--- config.mk ---
export PLATFORM = sky130hd
export DESIGN_NAME = daubechies_d4_wavelet_transform_core
export DESIGN_NICKNAME = d
export VERILOG_FILES = /design/src/hdl/dwt_pkg.sv /design/src/hdl/dwt_ram.sv /design/src/hdl/dwt_mac.sv /design/src/hdl/daubechies_d4_wavelet_transform_core.sv
export SDC_FILE = /design/constraint.sdc
export NUM_CORES = 2
export LEC_CHECK = 0
export ABC_CLOCK_PERIOD_IN_PS = 28600
export BUFFER_PORTS_ARGS = -buffer_cell sky130_fd_sc_hd__buf_2
export CORE_MARGIN = 2
export CORE_UTILIZATION = 50
export CTS_CLUSTER_DIAMETER = 80
export DETAILED_ROUTE_END_ITERATION = 8
export GPL_TIMING_DRIVEN = 0
export PLACE_DENSITY = 0.75
export REMOVE_ABC_BUFFERS = 1
export SYNTH_ARGS = -nofsm -noshare
export SYNTH_HDL_FRONTEND = slang
export SYNTH_SLANG_ARGS = --single-unit
--- constraint.sdc ---
create_clock -name clk -period 28.6 [get_ports clk]
set_input_delay 1.43 -clock clk [delete_from_list [all_inputs] [get_ports clk]]
set_output_delay 1.43 -clock clk [all_outputs]
set_load 0.01 [all_outputs]
--- src/hdl/dwt_pkg.sv ---
// Shared constants and helpers of the D4 wavelet core.
// Depends on nothing; used by the datapath and the top level.
package dwt_pkg;
	localparam int MAX_LEN = 64;
	localparam int SAMPLE_BITS = 24;
	localparam int AW = $clog2(MAX_LEN);
	localparam int CW = AW + 1;
	localparam int LOG_MAX = $clog2(MAX_LEN);
	localparam logic signed [16:0] C_H0 = 17'sd15826;
	localparam logic signed [16:0] C_H1 = 17'sd27411;
	localparam logic signed [16:0] C_H2 = 17'sd7345;
	localparam logic signed [16:0] C_H3 = -17'sd4240;
	localparam int PW = SAMPLE_BITS + 17;
	localparam int SW = SAMPLE_BITS - 15 + 3 + 17;

	localparam logic [0:0] REG_DIRECTION = 1'b0;
	localparam logic [0:0] REG_LENGTH = 1'b1;

	typedef logic signed [SAMPLE_BITS-1:0] word_t;

	// Coefficient of tap t for output row r (0 even/smooth, 1 odd/detail).
	function automatic logic signed [16:0] coef(input logic inv, input logic r,
			input logic [1:0] t);
		logic signed [16:0] c;
		begin
			c = C_H0;
			if (!inv) begin
				case ({r, t})
					3'd0: c = C_H0;
					3'd1: c = C_H1;
					3'd2: c = C_H2;
					3'd3: c = C_H3;
					3'd4: c = C_H3;
					3'd5: c = -C_H2;
					3'd6: c = C_H1;
					3'd7: c = -C_H0;
					default: c = C_H0;
				endcase
			end else begin
				case ({r, t})
					3'd0: c = C_H2;
					3'd1: c = C_H1;
					3'd2: c = C_H0;
					3'd3: c = C_H3;
					3'd4: c = C_H3;
					3'd5: c = -C_H0;
					3'd6: c = C_H1;
					3'd7: c = -C_H2;
					default: c = C_H0;
				endcase
			end
			return c;
		end
	endfunction
endpackage

--- src/hdl/dwt_ram.sv ---
// Generic single-write, single-read synchronous RAM with a registered read port.
// Depends on nothing.
module dwt_ram #(
	parameter int WIDTH = 24,
	parameter int DEPTH = 64
) (
	input logic clk,
	input logic we,
	input logic [$clog2(DEPTH)-1:0] waddr,
	input logic [WIDTH-1:0] wdata,
	input logic [$clog2(DEPTH)-1:0] raddr,
	output logic [WIDTH-1:0] rdata
);
	logic [WIDTH-1:0] mem [DEPTH];

	always_ff @(posedge clk) begin
		if (we) begin
			mem[waddr] <= wdata;
		end
		rdata <= mem[raddr];
	end
endmodule

--- src/hdl/dwt_mac.sv ---
// One rounded product per cycle while en is high, into an accumulator whose output saturates.
// Depends on dwt_pkg.
module dwt_mac import dwt_pkg::*; (
	input logic clk,
	input logic clr,
	input logic en,
	input word_t x,
	input logic signed [16:0] c,
	output word_t sat
);
	logic signed [PW-1:0] prod;
	logic signed [SW-1:0] rp;
	logic signed [SW-1:0] acc_q;
	logic signed [SW-1:0] hi, lo;

	always_comb begin
		prod = PW'(x) * PW'(c) + PW'(16384);
		rp = SW'(prod >>> 15);
		hi = SW'((1 <<< (SAMPLE_BITS - 1)) - 1);
		lo = -hi - SW'(1);
		if (acc_q > hi) sat = word_t'(hi);
		else if (acc_q < lo) sat = word_t'(lo);
		else sat = word_t'(acc_q);
	end

	always_ff @(posedge clk) begin
		if (en) begin
			acc_q <= (clr ? SW'(0) : acc_q) + rp;
		end
	end
endmodule

--- src/hdl/daubechies_d4_wavelet_transform_core.sv ---
// Daubechies D4 wavelet core: loads a block, transforms it level by level in
// two RAMs, then streams it out. Depends on dwt_pkg, dwt_ram and dwt_mac.
// Load takes one sample word per cycle while no result word is on offer. Each
// level runs the multiply-accumulate of every output word on one shared
// multiplier, then copies the level back from the scratch RAM. Output passes
// through ST_WAIT and ST_OUT per word. Input stays stalled until the last word leaves.
// Reset clears control state and the registers; RAM contents are undefined.
module daubechies_d4_wavelet_transform_core import dwt_pkg::*; (
	input logic clk,
	input logic arst_n,
	input logic in_valid,
	output logic in_stall,
	input logic signed [SAMPLE_BITS-1:0] sample,
	output logic out_valid,
	input logic out_stall,
	output logic signed [SAMPLE_BITS-1:0] value,
	output logic last,
	input logic cfg_we,
	input logic [0:0] cfg_index,
	input logic [2:0] cfg_data
);
	typedef enum logic [4:0] {
		ST_LOAD = 5'b00001,
		ST_MAC = 5'b00010,
		ST_COPY = 5'b00100,
		ST_OUT = 5'b01000,
		ST_WAIT = 5'b10000
	} state_t;

	state_t state_q;
	logic dir_q;
	logic [2:0] lenlog_q;
	logic [CW-1:0] cnt_q;
	logic [2:0] nlog_q;
	logic [2:0] curlog_q;
	logic [AW-1:0] idx_q;
	logic row_q;
	logic [2:0] tap_q;
	logic [AW:0] cp_q;
	logic [2:0] eff_log;

	logic a_we, s_we;
	logic [AW-1:0] a_wa, a_ra, s_wa, s_ra;
	word_t a_wd, a_rd, s_rd, sat;
	logic mac_en, mac_clr;
	logic [1:0] tap_d_q;
	logic row_d_q;
	logic mac_v_q;
	logic mac_done_q;
	logic [AW-1:0] wr_idx_q;
	logic wr_row_q;

	dwt_ram #(.WIDTH(SAMPLE_BITS), .DEPTH(MAX_LEN)) u_blk (
		.clk(clk), .we(a_we), .waddr(a_wa), .wdata(a_wd), .raddr(a_ra), .rdata(a_rd));
	dwt_ram #(.WIDTH(SAMPLE_BITS), .DEPTH(MAX_LEN)) u_scr (
		.clk(clk), .we(s_we), .waddr(s_wa), .wdata(sat), .raddr(s_ra), .rdata(s_rd));
	dwt_mac u_mac (.clk(clk), .clr(mac_clr), .en(mac_en), .x(a_rd),
		.c(coef(dir_q, row_d_q, tap_d_q)), .sat(sat));

	always_comb begin
		eff_log = lenlog_q;
		if (eff_log < 3'd2) eff_log = 3'd2;
		if (eff_log > 3'(LOG_MAX)) eff_log = 3'(LOG_MAX);
	end

	// Address arithmetic for the current level.
	logic [AW:0] n_cur, half_cur;
	logic [AW:0] j, s0, s1, rd_addr;
	always_comb begin
		n_cur = (AW+1)'(1) << curlog_q;
		half_cur = n_cur >> 1;
		j = {idx_q, 1'b0};
		s0 = (idx_q == '0) ? half_cur - 1'b1 : (AW+1)'(idx_q) - 1'b1;
		s1 = (s0 + 1'b1 == half_cur) ? '0 : s0 + 1'b1;
		rd_addr = '0;
		if (!dir_q) begin
			rd_addr = (j + (AW+1)'(tap_q[1:0])) & (n_cur - 1'b1);
		end else begin
			case (tap_q[1:0])
				2'd0: rd_addr = s0;
				2'd1: rd_addr = s0 + half_cur;
				2'd2: rd_addr = s1;
				default: rd_addr = s1 + half_cur;
			endcase
		end
	end

	// The final word of a block may still wait on the output; hold input until it leaves.
	assign in_stall = (state_q != ST_LOAD) || out_valid;
	assign a_we = (state_q == ST_LOAD && in_valid && !out_valid) ||
		(state_q == ST_COPY && cp_q != '0);
	assign a_wa = (state_q == ST_LOAD) ? cnt_q[AW-1:0] : AW'(cp_q - 1'b1);
	assign a_wd = (state_q == ST_LOAD) ? sample : s_rd;
	assign a_ra = (state_q == ST_OUT || state_q == ST_WAIT) ? cnt_q[AW-1:0] : rd_addr[AW-1:0];
	assign s_ra = cp_q[AW-1:0];
	assign mac_en = mac_v_q;
	assign mac_clr = mac_v_q && tap_d_q == 2'd0;
	assign s_we = mac_done_q;
	assign s_wa = !dir_q ? (wr_row_q ? AW'((AW+1)'(wr_idx_q) + half_cur) : wr_idx_q)
		: AW'({wr_idx_q, wr_row_q});

	always_ff @(posedge clk or negedge arst_n) begin
		if (!arst_n) begin
			state_q <= ST_LOAD;
			dir_q <= 1'b0;
			lenlog_q <= 3'd6;
			cnt_q <= '0;
			nlog_q <= 3'd2;
			curlog_q <= 3'd2;
			idx_q <= '0;
			row_q <= 1'b0;
			tap_q <= '0;
			cp_q <= '0;
			mac_v_q <= 1'b0;
			mac_done_q <= 1'b0;
			tap_d_q <= '0;
			row_d_q <= 1'b0;
			wr_idx_q <= '0;
			wr_row_q <= 1'b0;
			out_valid <= 1'b0;
			value <= '0;
			last <= 1'b0;
		end else begin
			if (cfg_we) begin
				case (cfg_index)
					REG_DIRECTION: dir_q <= cfg_data[0];
					REG_LENGTH: lenlog_q <= cfg_data;
					default: ;
				endcase
			end
			mac_v_q <= 1'b0;
			mac_done_q <= 1'b0;
			tap_d_q <= tap_q[1:0];
			row_d_q <= row_q;
			wr_idx_q <= idx_q;
			wr_row_q <= row_q;
			case (state_q)
				ST_LOAD: begin
					if (in_valid && !out_valid) begin
						if (cnt_q + 1'b1 >= (CW'(1) << eff_log)) begin
							cnt_q <= '0;
							nlog_q <= eff_log;
							curlog_q <= dir_q ? 3'd2 : eff_log;
							idx_q <= '0;
							row_q <= 1'b0;
							tap_q <= '0;
							state_q <= ST_MAC;
						end else begin
							cnt_q <= cnt_q + 1'b1;
						end
					end
				end
				ST_MAC: begin
					// Taps 0..3 issue reads; tap 4 lets the last product land.
					if (tap_q < 3'd4) begin
						mac_v_q <= 1'b1;
						tap_q <= tap_q + 1'b1;
					end else if (tap_q == 3'd4) begin
						tap_q <= 3'd5;
					end else begin
						mac_done_q <= 1'b1;
						tap_q <= '0;
						row_q <= ~row_q;
						if (row_q) begin
							if ((AW+1)'(idx_q) + 1'b1 == half_cur) begin
								idx_q <= '0;
								cp_q <= '0;
								state_q <= ST_COPY;
							end else begin
								idx_q <= idx_q + 1'b1;
							end
						end
					end
				end
				ST_COPY: begin
					if (cp_q == n_cur) begin
						idx_q <= '0;
						if ((!dir_q && curlog_q == 3'd2) || (dir_q && curlog_q == nlog_q)) begin
							cnt_q <= '0;
							state_q <= ST_WAIT;
						end else begin
							curlog_q <= dir_q ? curlog_q + 1'b1 : curlog_q - 1'b1;
							state_q <= ST_MAC;
						end
					end else begin
						cp_q <= cp_q + 1'b1;
					end
				end
				ST_WAIT: begin
					state_q <= ST_OUT;
				end
				ST_OUT: begin
					if (!out_valid || !out_stall) begin
						if (!out_valid || cnt_q != '0 || !last) begin
							out_valid <= 1'b1;
							value <= a_rd;
							last <= (cnt_q + 1'b1 == (CW'(1) << nlog_q));
							if (cnt_q + 1'b1 == (CW'(1) << nlog_q)) begin
								cnt_q <= '0;
								state_q <= ST_LOAD;
							end else begin
								cnt_q <= cnt_q + 1'b1;
								state_q <= ST_WAIT;
							end
						end
					end
				end
				default: state_q <= ST_LOAD;
			endcase
			if (out_valid && !out_stall && !(state_q == ST_OUT)) begin
				out_valid <= 1'b0;
			end
		end
	end
endmodule

==> key figures <==
Outcome
  – Status: finished, violations left
  – Violated checks: capacitance limit, slew limit

Global route
  – Number of global-route vias before repair: 83,000
  – Total global routing overflow: 0
  – Initial antenna violation count: 19
  – First-pass GRT wire length: 573,000 microns
  – Gr usage total: 27.4%
  – Largest net degree at the start of global routing: 84

Synth
  – Synth async-reset ratio: 2.36%
  – FF+latch count, synth: 3,225
  – Post-Syn Area: 142,000 sq um
  – Number of synthesized flops with an enable pin: 3,101
  – Synth Flop Type: edfxtp_1
  – Yosys warns: 0
  – Synth area leaders: edfxtp_1, mux4_2, fa_1
  – Area leader, netlist: edfxtp_1
  – Cells after Synth: 8,739
  – Avg Cell Area, Syn: 16.3 sq um
  – Yosys top cell area share: 65.6%
  – Post-synthesis cell type count: 104
  – Register area share after synthesis: 67.6%

Drt
  – 1st-iter DRT viols: 12,100
  – Post-route ant nets: 0
  – Highest metal used: met5
  – WL/cell: 30.9 microns
  – Drt total wl: 397,000 microns
  – Residual DRC: 0
  – WL met3: 43,800 microns
  – Met1 WL: 137,000 microns
  – Via count: 82,600
  – Vias per std cell: 6.42
  – DRT Pass-1 Iters: 6
  – Met2 WL: 190,000 microns

Cells and area
  – Layout Area Growth over Synthesis: 13.7%
  – Commonest cells after routing, fill and taps aside: edfxtp_1, nand2_1, mux4_2
  – Area used by multi-input combinational logic: 43,600 sq um
  – FF/Latch Area: 96,000 sq um
  – Share of cells above drive strength 1: 17.7%
  – Fin nets: 9,448
  – Most common cell after layout, fill and taps aside: edfxtp_1
  – Fillers: 19,600

Timing
  – Final Cycle Share: 41.3%
  – Slew at the pin closest to its max-slew limit: 1.50 ns
  – Tmin final: 11.82 ns
  – Setup TNS: 0 ns
  – RSZ-0062 raised after global routing: false
  – Max-slew headroom: -0.0899%
  – Worst Skew: 0.0996 ns
  – Setup violations, final: 0
  – Fin. Hold Viols: 0
  – Achievable Freq: 84.6 MHz
  – Slew Limit Fails: 1

Clock network
  – # resized after CTS: 0
  – Clk sinks: 3,225
  – Max H-tree Level: 5
  – Post-CTS setup buffers: 0
  – CTS tree: done
  – Worst skew pair latency: 0.92 ns
  – Clock transition at path regs: 0.07 ns
  – Root Driver: clkbuf_16
  – CTS Buf Count: 318
  – Clock Tree Buf Depth: 4
  – Cts hold-fix bufs: 0

Worst setup path
  – Crit. Startpoint: wr_row_q
  – Most used cell, CP: fa_1
  – R2R Path Start: wr_row_q
  – Worst reg2reg setup slack: 16.78 ns
  – CP max FO: 30
  – Crit. End Element: flip-flop
  – Slowest stage delay, CP: 1.12 ns
  – Crit Path Class: reg -> reg
  – Slowest cell on the critical path: dfrtp_1
  – Worst Setup Start Kind: flip-flop
  – Crit path required time: 29.22 ns
  – Crit path arrival time: 12.44 ns

Hold path
  – HP Class: reg -> reg
  – Hold Startpoint: row_q

Floorplanning
  – Initial Utilization: 50.3%
  – Ports: 60
  – DIE AREA: 288,000 sq um
  – Core area: 282,000 sq um
  – Height of the chip: 537 microns
  – Num rows: 195
  – Die Wd: 537 microns

Placed design
  – Port-buffer cells: 59
  – GPL Wtd Cong: 0.901
  – Hpwl dp: 240,000 microns

Run
  – Max-capacitance violation count: 3
## cells by family after synthesis
logic type | Yosys count | synth area share (%)
adders and majority gates | 560 | 7.07
other | 2 | 0.00529
AOI/OAI and AO/OA | 675 | 3.31
DFF | 3225 | 67.6
muxes | 824 | 11.1
buffers and inverters | 890 | 2.50
xor gates and xnor gates | 96 | 0.592
and+or+nand+nor | 2467 | 7.85
## metrics by stage
| stage | hold WS (ns) | instances | util [%] | worst slack (ns) | instance area [sq um] |
|---|---|---|---|---|---|
| final | 0.493 | 12900 | 57.2 | 16.78 | 162000 |
| after global placement | 0.466 | 12100 | 51.4 | -3.84 | 145000 |
| after CTS | 0.489 | 12800 | 57.2 | 16.77 | 161000 |
| after floorplan | 0.423 | 8261 | - | 7.72 | 140000 |
| after detailed placement | 0.472 | 12300 | 53.6 | 16.88 | 151000 |
| after global routing | 0.510 | 12800 | 57.2 | 16.09 | 161000 |
## registers in the layout, indices dropped and copies added (netlist names), 2 cells and up
name         cells
u_blk.mem     1536
u_scr.mem     1536
u_mac.acc_q     29
u_blk.rdata     24
u_scr.rdata     24
value           24
cnt_q            7
cp_q             7
idx_q            6
wr_idx_q         6
state_q          5
curlog_q         3
lenlog_q         3
nlog_q           3
tap_q            3
tap_d_q          2
## final timing paths
check	endpoint	depth (start not counted)
max	u_mac.acc_q[27]	34
min	wr_row_q	0
max reg2reg	u_mac.acc_q[27]	34
min reg2reg	wr_row_q	0
max in group asynchronous	lenlog_q[1]	2
min in group asynchronous	value[9]	1
## worst max-delay path: cells and delay by family (launching register included)
kind                     cells  cell delay, ns
AND/OR/NAND/NOR              9            3.04
buffers and inverters        4            0.94
adder cells (fa/ha/maj)      8            3.61
flip-flops                   1            1.12
XOR/XNOR                     2            0.55
AO/OA/AOI/OAI               11            2.22
## cells in the mapped netlist (9+ instances only)
cell type  instances
nand2_1         1294
edfxtp_1        3101
o211ai_1          26
a221oi_1          28
a22o_1            23
xnor2_1           63
a21o_1            66
ha_1             156
buf_1             92
nand4_1           12
a21oi_1          128
a32oi_1           22
or3_1             14
buf_4              9
dfxtp_1           48
nor2_1           281
inv_1            412
dfrtp_1           71
a311oi_1           9
nor4b_2           20
and2_1           147
o22ai_1           26
nand2b_1          25
and3_1            28
nor3_1            27
a211oi_1          12
a31oi_1          126
mux2_2            59
nor2b_1           53
o21a_1            25
a32o_1            24
xor2_1            33
buf_2             89
buf_6              9
mux2i_1          172
clkbuf_1         278
o31ai_1           17
fa_1             404
o21ai_0           70
nand3_1          501
mux4_2           593
## routing by layer
metal	up-vias	track usage, %
li1	33200	-
met1	42200	34.9
met2	5960	44.3
met3	1175	5.69
met4	20	14.9
met5	-	0
## layout make-up
cell class	count	area share [%]
Tap cell	3743	2.90
Inverter	412	0.958
Clock inverter	180	1.12
Sequential cell	3225	59.4
Timing Repair Buffer	274	3.36
Antenna cell	6	0.00930
Multi-Input combinational cell	4624	27.0
Clock buffer	389	5.19
Power is not shown: default switching activity piles up to over one toggle a cycle in this logic, so the estimate is an artifact.
